[config.mk]
export PLATFORM = sky130hd
export DESIGN_NAME = blink_window_alert_core
export DESIGN_NICKNAME = d
export VERILOG_FILES = /design/src/blinkwa_pkg.sv /design/src/blink_window_alert_core.sv
export SDC_FILE = /design/constraint.sdc
export NUM_CORES = 1
export LEC_CHECK = 0
export ABC_AREA = 1
export BUFFER_PORTS_ARGS = -buffer_cell sky130_fd_sc_hd__buf_2
export CAP_MARGIN = 20
export CORE_ASPECT_RATIO = 1.1
export CORE_MARGIN = 2
export CORE_UTILIZATION = 40
export DETAILED_ROUTE_END_ITERATION = 8
export GPL_ROUTABILITY_DRIVEN = 0
export PLACE_DENSITY = 0.64
export SYNTH_ARGS = -nofsm -noshare
export SYNTH_HDL_FRONTEND = slang
export SYNTH_SLANG_ARGS = --single-unit
export TNS_END_PERCENT = 100
[constraint.sdc]
create_clock -name aclk -period 8.5 [get_ports aclk]
set_clock_uncertainty 0.2 [all_clocks]
set_input_delay 0.425 -clock aclk [delete_from_list [all_inputs] [get_ports aclk]]
set_output_delay 0.425 -clock aclk [all_outputs]
set_load 0.005 [all_outputs]
[src/blinkwa_pkg.sv]
// Shared types and constants for the blink window alert block.
package blinkwa_pkg;

    // Blink class codes
    localparam logic [1:0] CLASS_LONG = 2'd2;

    // Field widths
    localparam int CLASS_W      = 2;
    localparam int BIAS_W       = 10;
    localparam int RUN_W        = 8;
    localparam int LONG_OUT_W   = 8;
    localparam int S_TDATA_W    = 8;
    localparam int M_TDATA_W    = 24;

    // Configuration port
    localparam int CFG_INDEX_W  = 1;
    localparam int CFG_DATA_W   = 10;

    typedef enum logic [CFG_INDEX_W-1:0] {
        REG_TOTAL_BIAS = 1'b0,
        REG_RUN_LIMIT  = 1'b1
    } cfg_reg_t;

    // Register reset values
    localparam logic [BIAS_W-1:0] TOTAL_BIAS_RST = 10'd180;
    localparam logic [RUN_W-1:0]  RUN_LIMIT_RST  = 8'd4;

    // Saturation value of the run counter
    localparam logic [RUN_W-1:0]  RUN_MAX        = 8'd255;

endpackage

[src/blink_window_alert_core.sv]
// Top level of the blink window alert block: ring, counters and alert rule.
// Items pass the front stage (ring read), then the back stage (update), to the result.
// Throughput: one item per cycle unless results stall; a read-first ring port per item.
// Reset (aresetn low, synchronous): pointer, fill, long and run counts cleared,
// total_bias back to 180 and run_limit to 4; ring contents are left as they are.
// No clearing pass: the fill count keeps unwritten ring entries from being used.
module blink_window_alert_core #(
    parameter int WINDOW = 180
) (
    input  logic                                aclk,
    input  logic                                aresetn,
    // Input stream
    input  logic                                s_tvalid,
    output logic                                s_tready,
    input  logic [blinkwa_pkg::S_TDATA_W-1:0]   s_tdata,   // [1:0] blink_class
    // Result stream
    output logic                                m_tvalid,
    input  logic                                m_tready,
    output logic [blinkwa_pkg::M_TDATA_W-1:0]   m_tdata,   // [0] alert, [8:1] long_count,
                                                           // [16:9] run_count
    // Configuration writes
    input  logic                                cfg_valid,
    output logic                                cfg_ready,
    input  logic [blinkwa_pkg::CFG_INDEX_W-1:0] cfg_index,
    input  logic [blinkwa_pkg::CFG_DATA_W-1:0]  cfg_data
);

    localparam int PTR_W = (WINDOW > 1) ? $clog2(WINDOW) : 1;
    // Room for one above a full window: a new long blink is counted before
    // the oldest one is dropped
    localparam int CNT_W = $clog2(WINDOW + 2);
    localparam int SUM_W = ((CNT_W > blinkwa_pkg::BIAS_W) ? CNT_W : blinkwa_pkg::BIAS_W) + 1;
    localparam int CMP_W = ((CNT_W + 2) > SUM_W) ? (CNT_W + 2) : SUM_W;
    localparam logic [PTR_W-1:0] PTR_LAST = PTR_W'(WINDOW - 1);
    localparam logic [CNT_W-1:0] CNT_FULL = CNT_W'(WINDOW);

    localparam int RUN_W = blinkwa_pkg::RUN_W;

    // Configuration registers
    logic [blinkwa_pkg::BIAS_W-1:0] total_bias_reg;
    logic [RUN_W-1:0]               run_limit_reg;

    // Front stage: ring access
    logic             ring_mem [WINDOW];
    logic [PTR_W-1:0] wr_ptr_reg;
    logic [CNT_W-1:0] fill_reg;
    logic             s1_valid_reg;
    logic             s1_long_reg;
    logic             s1_full_reg;
    logic             s1_old_long_reg;
    logic [CNT_W-1:0] s1_fill_reg;

    // Back stage: counters and result
    logic [CNT_W-1:0] long_total_reg;
    logic [CNT_W-1:0] long_total_next;
    logic [RUN_W-1:0] long_run_reg;
    logic [RUN_W-1:0] long_run_next;
    logic             alert_next;
    logic [CNT_W-1:0] long_plus;
    logic [SUM_W-1:0] total_sum;
    logic [CMP_W-1:0] ratio_lhs;
    logic [CMP_W-1:0] ratio_rhs;

    logic             m_valid_reg;
    logic             m_alert_reg;
    logic [RUN_W-1:0] m_long_reg;
    logic [RUN_W-1:0] m_run_reg;

    logic             s_accept;
    logic             s1_advance;
    logic             in_long;

    // Handshake control
    assign s1_advance = s1_valid_reg && (!m_valid_reg || m_tready);
    assign s_tready   = !s1_valid_reg || s1_advance;
    assign s_accept   = s_tvalid && s_tready;
    assign in_long    = (s_tdata[blinkwa_pkg::CLASS_W-1:0] == blinkwa_pkg::CLASS_LONG);
    assign cfg_ready  = 1'b1;

    // Take configuration writes
    always_ff @(posedge aclk) begin
        if (!aresetn) begin
            total_bias_reg <= blinkwa_pkg::TOTAL_BIAS_RST;
            run_limit_reg  <= blinkwa_pkg::RUN_LIMIT_RST;
        end else if (cfg_valid) begin
            case (cfg_index)
                blinkwa_pkg::REG_TOTAL_BIAS: total_bias_reg <= cfg_data;
                blinkwa_pkg::REG_RUN_LIMIT:  run_limit_reg  <= cfg_data[RUN_W-1:0];
                default: ;
            endcase
        end
    end

    // Read the oldest entry and overwrite it with the new one
    always_ff @(posedge aclk) begin
        if (s_accept) begin
            s1_old_long_reg    <= ring_mem[wr_ptr_reg];
            ring_mem[wr_ptr_reg] <= in_long;
        end
    end

    // Advance pointer and fill count, hold the item for the back stage
    always_ff @(posedge aclk) begin
        if (!aresetn) begin
            wr_ptr_reg   <= '0;
            fill_reg     <= '0;
            s1_valid_reg <= 1'b0;
        end else begin
            if (s_accept) begin
                wr_ptr_reg <= (wr_ptr_reg == PTR_LAST) ? '0 : wr_ptr_reg + 1'b1;
                if (fill_reg != CNT_FULL) begin
                    fill_reg <= fill_reg + 1'b1;
                end
                s1_valid_reg <= 1'b1;
            end else if (s1_advance) begin
                s1_valid_reg <= 1'b0;
            end
        end
    end

    always_ff @(posedge aclk) begin
        if (s_accept) begin
            s1_long_reg <= in_long;
            s1_full_reg <= (fill_reg == CNT_FULL);
            s1_fill_reg <= (fill_reg == CNT_FULL) ? fill_reg : fill_reg + 1'b1;
        end
    end

    // Update long count and run, evaluate the alert rules
    always_comb begin
        long_plus = long_total_reg + CNT_W'(s1_long_reg);
        if (s1_full_reg && s1_old_long_reg && (long_plus != '0)) begin
            long_total_next = long_plus - 1'b1;
        end else begin
            long_total_next = long_plus;
        end

        if (!s1_long_reg) begin
            long_run_next = '0;
        end else if (long_run_reg == blinkwa_pkg::RUN_MAX) begin
            long_run_next = long_run_reg;
        end else begin
            long_run_next = long_run_reg + 1'b1;
        end

        total_sum  = SUM_W'(total_bias_reg) + SUM_W'(s1_fill_reg);
        ratio_lhs  = CMP_W'({long_total_next, 2'b00});
        ratio_rhs  = CMP_W'(total_sum);
        alert_next = (ratio_lhs > ratio_rhs) || (long_run_next >= run_limit_reg);
    end

    always_ff @(posedge aclk) begin
        if (!aresetn) begin
            long_total_reg <= '0;
            long_run_reg   <= '0;
            m_valid_reg    <= 1'b0;
        end else begin
            if (s1_advance) begin
                long_total_reg <= long_total_next;
                long_run_reg   <= long_run_next;
                m_valid_reg    <= 1'b1;
            end else if (m_tready) begin
                m_valid_reg    <= 1'b0;
            end
        end
    end

    // Result register
    always_ff @(posedge aclk) begin
        if (s1_advance) begin
            m_alert_reg <= alert_next;
            m_long_reg  <= blinkwa_pkg::LONG_OUT_W'(long_total_next);
            m_run_reg   <= long_run_next;
        end
    end

    assign m_tvalid = m_valid_reg;
    assign m_tdata  = {7'd0, m_run_reg, m_long_reg, m_alert_reg};

    // Input is held back only while both stages are occupied and the output stalls
    a_stall_cause: assert property (@(posedge aclk) disable iff (!aresetn)
        !s_tready |-> (s1_valid_reg && m_valid_reg && !m_tready))
        else $error("input stalled without a blocked result");

    // Long blinks never outnumber the entries held
    a_long_le_fill: assert property (@(posedge aclk) disable iff (!aresetn)
        long_total_reg <= fill_reg)
        else $error("long count exceeds fill count");

    // A waiting result is not lost or replaced
    a_result_hold: assert property (@(posedge aclk) disable iff (!aresetn)
        (m_valid_reg && !m_tready) |=> (m_valid_reg && $stable(m_tdata)))
        else $error("stalled result changed");

    // A front-stage item moves on when the output has room
    a_front_drain: assert property (@(posedge aclk) disable iff (!aresetn)
        (s1_valid_reg && !m_valid_reg && !s_tvalid) |=> (m_valid_reg && !s1_valid_reg))
        else $error("front stage did not drain");

endmodule
==> reports/metrics.yaml <==
sta:
  hold_viol: 0
  finalSetupTns_ns: 0
  min_period_over_period_pct: 41.8
  final_max_slew_violation_count: 0
  final.min_clock_period_ns: 3.55
  tightest_slew_ns: 1.08
  slew-limit-headroom_pct: 27.6
  grt_setup_unrepaired: "false"
  final.setup.worst_slack_ns: 4.95
  final-setup-viol-count: 0
  maxClockFrequency_mhz: 282
  holdWs_ns: 0.0370
power:
  power.leakage_nw: 6.04
  switching_share_pct: 24.7
  p_seq_share_pct: 49.2
  p_int_mw: 2.18
  power.share.combinational_pct: 9.7
  powerDensity_nw_per_um2: 200
  switching_power_mw: 0.716
  ir_drop_v: 0.000180
  power.clock.fraction_pct: 41.1
placement:
  dp_slack_ns: 4.92
  place.port_buffers: 36
  dp_hpwl_um: 18400
detailed_routing:
  vias_per_cell: 4.90
  dr_total_vias: 9860
  drcViolationCount: 0
  detail_route.iter0.violations: 651
  route.final.wire_length_um: 29700
  routedWlPerCell_um: 14.8
  ant_nets: 0
  drt-pass1-iter-count: 5
critical_path:
  worst_setup_path_end_kind: "flop"
  worst_setup_path_startpoint: "wr_ptr_reg[0]$_SDFFE_PN0P_"
  reg2regPathDepth: 6
  r2r_start: "wr_ptr_reg[0]$_SDFFE_PN0P_"
  critical_path_arrival_ns: 3.59
  worstSetupStartpointType: "flop"
  criticalPathCategory: "reg2reg"
  rr_endpoint: "ring_mem[2]$_DFFE_PP_"
  worst-path-max-fanout: 92
  crit_required_ns: 8.54
  reg2reg_setup_slack_ns: 4.95
finish:
  diodes: 0
  max_ffs_per_register: 180
  fillerInstances: 3200
  final_util_pct: 45.0
  final_net_count: 1625
  syn2layout_area_growth_pct: 11.2
  final_layout_size_suffix_gt1_share_pct: 6.18
clocking:
  clock_tree_from_tritoncts: "yes"
  clock_path_buffers: 3
  post_cts_buffers: 0
  postCtsHoldBufs: 10
  cts-htree-levels: 1
  cts_made_buffers: 28
  insertion_delay_ns: 0.57
  clock_sinks: 260
  path_clk_slew_ns: 0.06
  cts_root_buf: "sky130_fd_sc_hd__clkbuf_16"
  post_cts_resize_count: 0
floorplanning:
  design.core.area_um2: 32200
  initial_core_util_pct: 40.4
  num_rows: 69
  die_height_um: 193
  design.die.area_um2: 34000
  num_io_pins: 51
  fp.dieW_um: 176
synthesis:
  yosys_most_used_dff: "sky130_fd_sc_hd__edfxtp_1"
  synthesis.instances: 1551
  mappedNetlistArea_um2: 13000
  synth_cell_type_count: 35
  ys_seq_area_share_pct: 56.0
  ys_async_sr_fraction_pct: 0
  synth_enable_flop_cells: 208
  synthesis.area_per_instance_um2: 8.40
  synth.ff_latch_count: 260
  synth_warnings: 0
hold_path:
  min-delay-path-class: "in2reg"
  worstHoldEndpoint: "total_bias_reg[1]$_SDFFE_PN0P_"
  whs_path_depth: 3
  worstHoldStart: "cfg_data[1]"
grt:
  global_route.usage.total_pct: 17.5
  grt_pass1_vias: 9437
  grt_antenna_before_repair: 0
  globalRoute.totalOverflow: 0
  maximum_number_of_pins_on_one_net_before_global_route_repair: 101
  grt_first_pass_wirelength_um: 47900
flow_run:
  drv_cap: 0
status:
  status: "complete, no violations"
[critical path: stages (launching register included)]
cell	delay, ns
sky130_fd_sc_hd__dfxtp_4	0.51
sky130_fd_sc_hd__buf_4	0.37
sky130_fd_sc_hd__inv_2	0.09
sky130_fd_sc_hd__buf_4	0.80
sky130_fd_sc_hd__ha_1	0.39
sky130_fd_sc_hd__nand3_1	0.51
sky130_fd_sc_hd__nor2_1	0.29
[logic make-up (layout without fill, tap and decap cells)]
group,after synthesis,in the layout,share of synthesized area [%]
XOR/XNOR,23,23,1.55
adder cells (fa/ha/maj),37,37,3.61
buffers and inverters,258,286,7.95
flip-flops,260,260,56.0
AO/OA/AOI/OAI,119,119,4.84
other,2,8,0.0577
AND/OR/NAND/NOR,852,852,26.0
[worst max-delay path by stage]
| stage | endpoint | cells past startpoint | slack [ns] |
|---|---|---|---|
| final | ring_mem[2]$_DFFE_PP_ | 6 | 4.95 |
| after global routing | ring_mem[98]$_DFFE_PP_ | 6 | 4.73 |
| after CTS | ring_mem[34]$_DFFE_PP_ | 6 | 4.91 |
| after detailed placement | ring_mem[34]$_DFFE_PP_ | 6 | 4.92 |
| after global placement | ring_mem[98]$_DFFE_PP_ | 6 | 4.95 |
| after floorplan | ring_mem[0]$_DFFE_PP_ | 2 | 2.58 |
[per-layer routing]
| layer | share of wire, % | global-route usage (%) |
|---|---|---|
| met1 | 42 | 21.5 |
| met2 | 50 | 31.5 |
| met3 | 4.8 | 2.20 |
| met4 | 3.4 | 5.82 |
| met5 | 0 | 0 |
[layout by cell type, fill, tap and decap left out, drive strengths merged, types with 2 or more instances in the layout]
cell and count:
a31oi 2, dlygate4sd3 10, dfxtp 52, a211oi 5, nor3 11, nand4 6, o211ai 2, clkinvlp 2
inv 179, o21ai 63, xor2 17, edfxtp 208, clkbuf 36, buf 45, nor2 301, xnor2 6
clkinv 12, nand3 81, nand2 447, bufinv 2, conb 8, ha 36, nand3b 4, a21oi 44
[power by group through the flow]
stage	combinational (mW)	sequential, mW	clock, mW
finish	0.281	1.42	1.19
global route	0.323	1.43	1.25
CTS	0.284	1.42	1.21
detailed placement	0.278	1.45	0
global placement	0.272	1.45	0
floorplan	0.212	1.44	0
[final cells by class]
cell class                 instances  area, um2  area share (%)
clock buffer                      36        751            5.19
clock inverter                    15        145            1.00
inverter                         180        676            4.67
multi-input combinational       1039       4730            32.7
tap                              426        533            3.68
timing repair buffer              55        348            2.40
sequential                       260       7290            50.4
[through the flow]
stage | total power, mW | cell area (um2) | std cells
finish | 2.90 | 14500 | 2011
global route | 3.00 | 14500 | 2011
CTS | 2.92 | 14500 | 2010
detailed placement | 1.73 | 13500 | 1949
global placement | 1.72 | 13500 | 1949
floorplan | 1.65 | 13000 | 1557
[Yosys cell counts (all sizes together), types with 2 or more instances]
cell type  count  area, um2
a31oi          2       12.5
nand2        447       1690
a21oi         44        220
o21ai         63        315
nand3b         4       30.0
buf           39        213
edfxtp       208       6250
xor2          17        149
nor2         301       1140
ha            36        450
inv          179        672
nand3         81        405
o211ai         2       15.0
dfxtp         52       1040
a211oi         5       42.5
xnor2          6       52.6
nor3          11       65.1
clkbuf        39        146
conb           2       7.51
nand4          6       37.5
No activity file was read; power rests on OpenSTA's default activity.
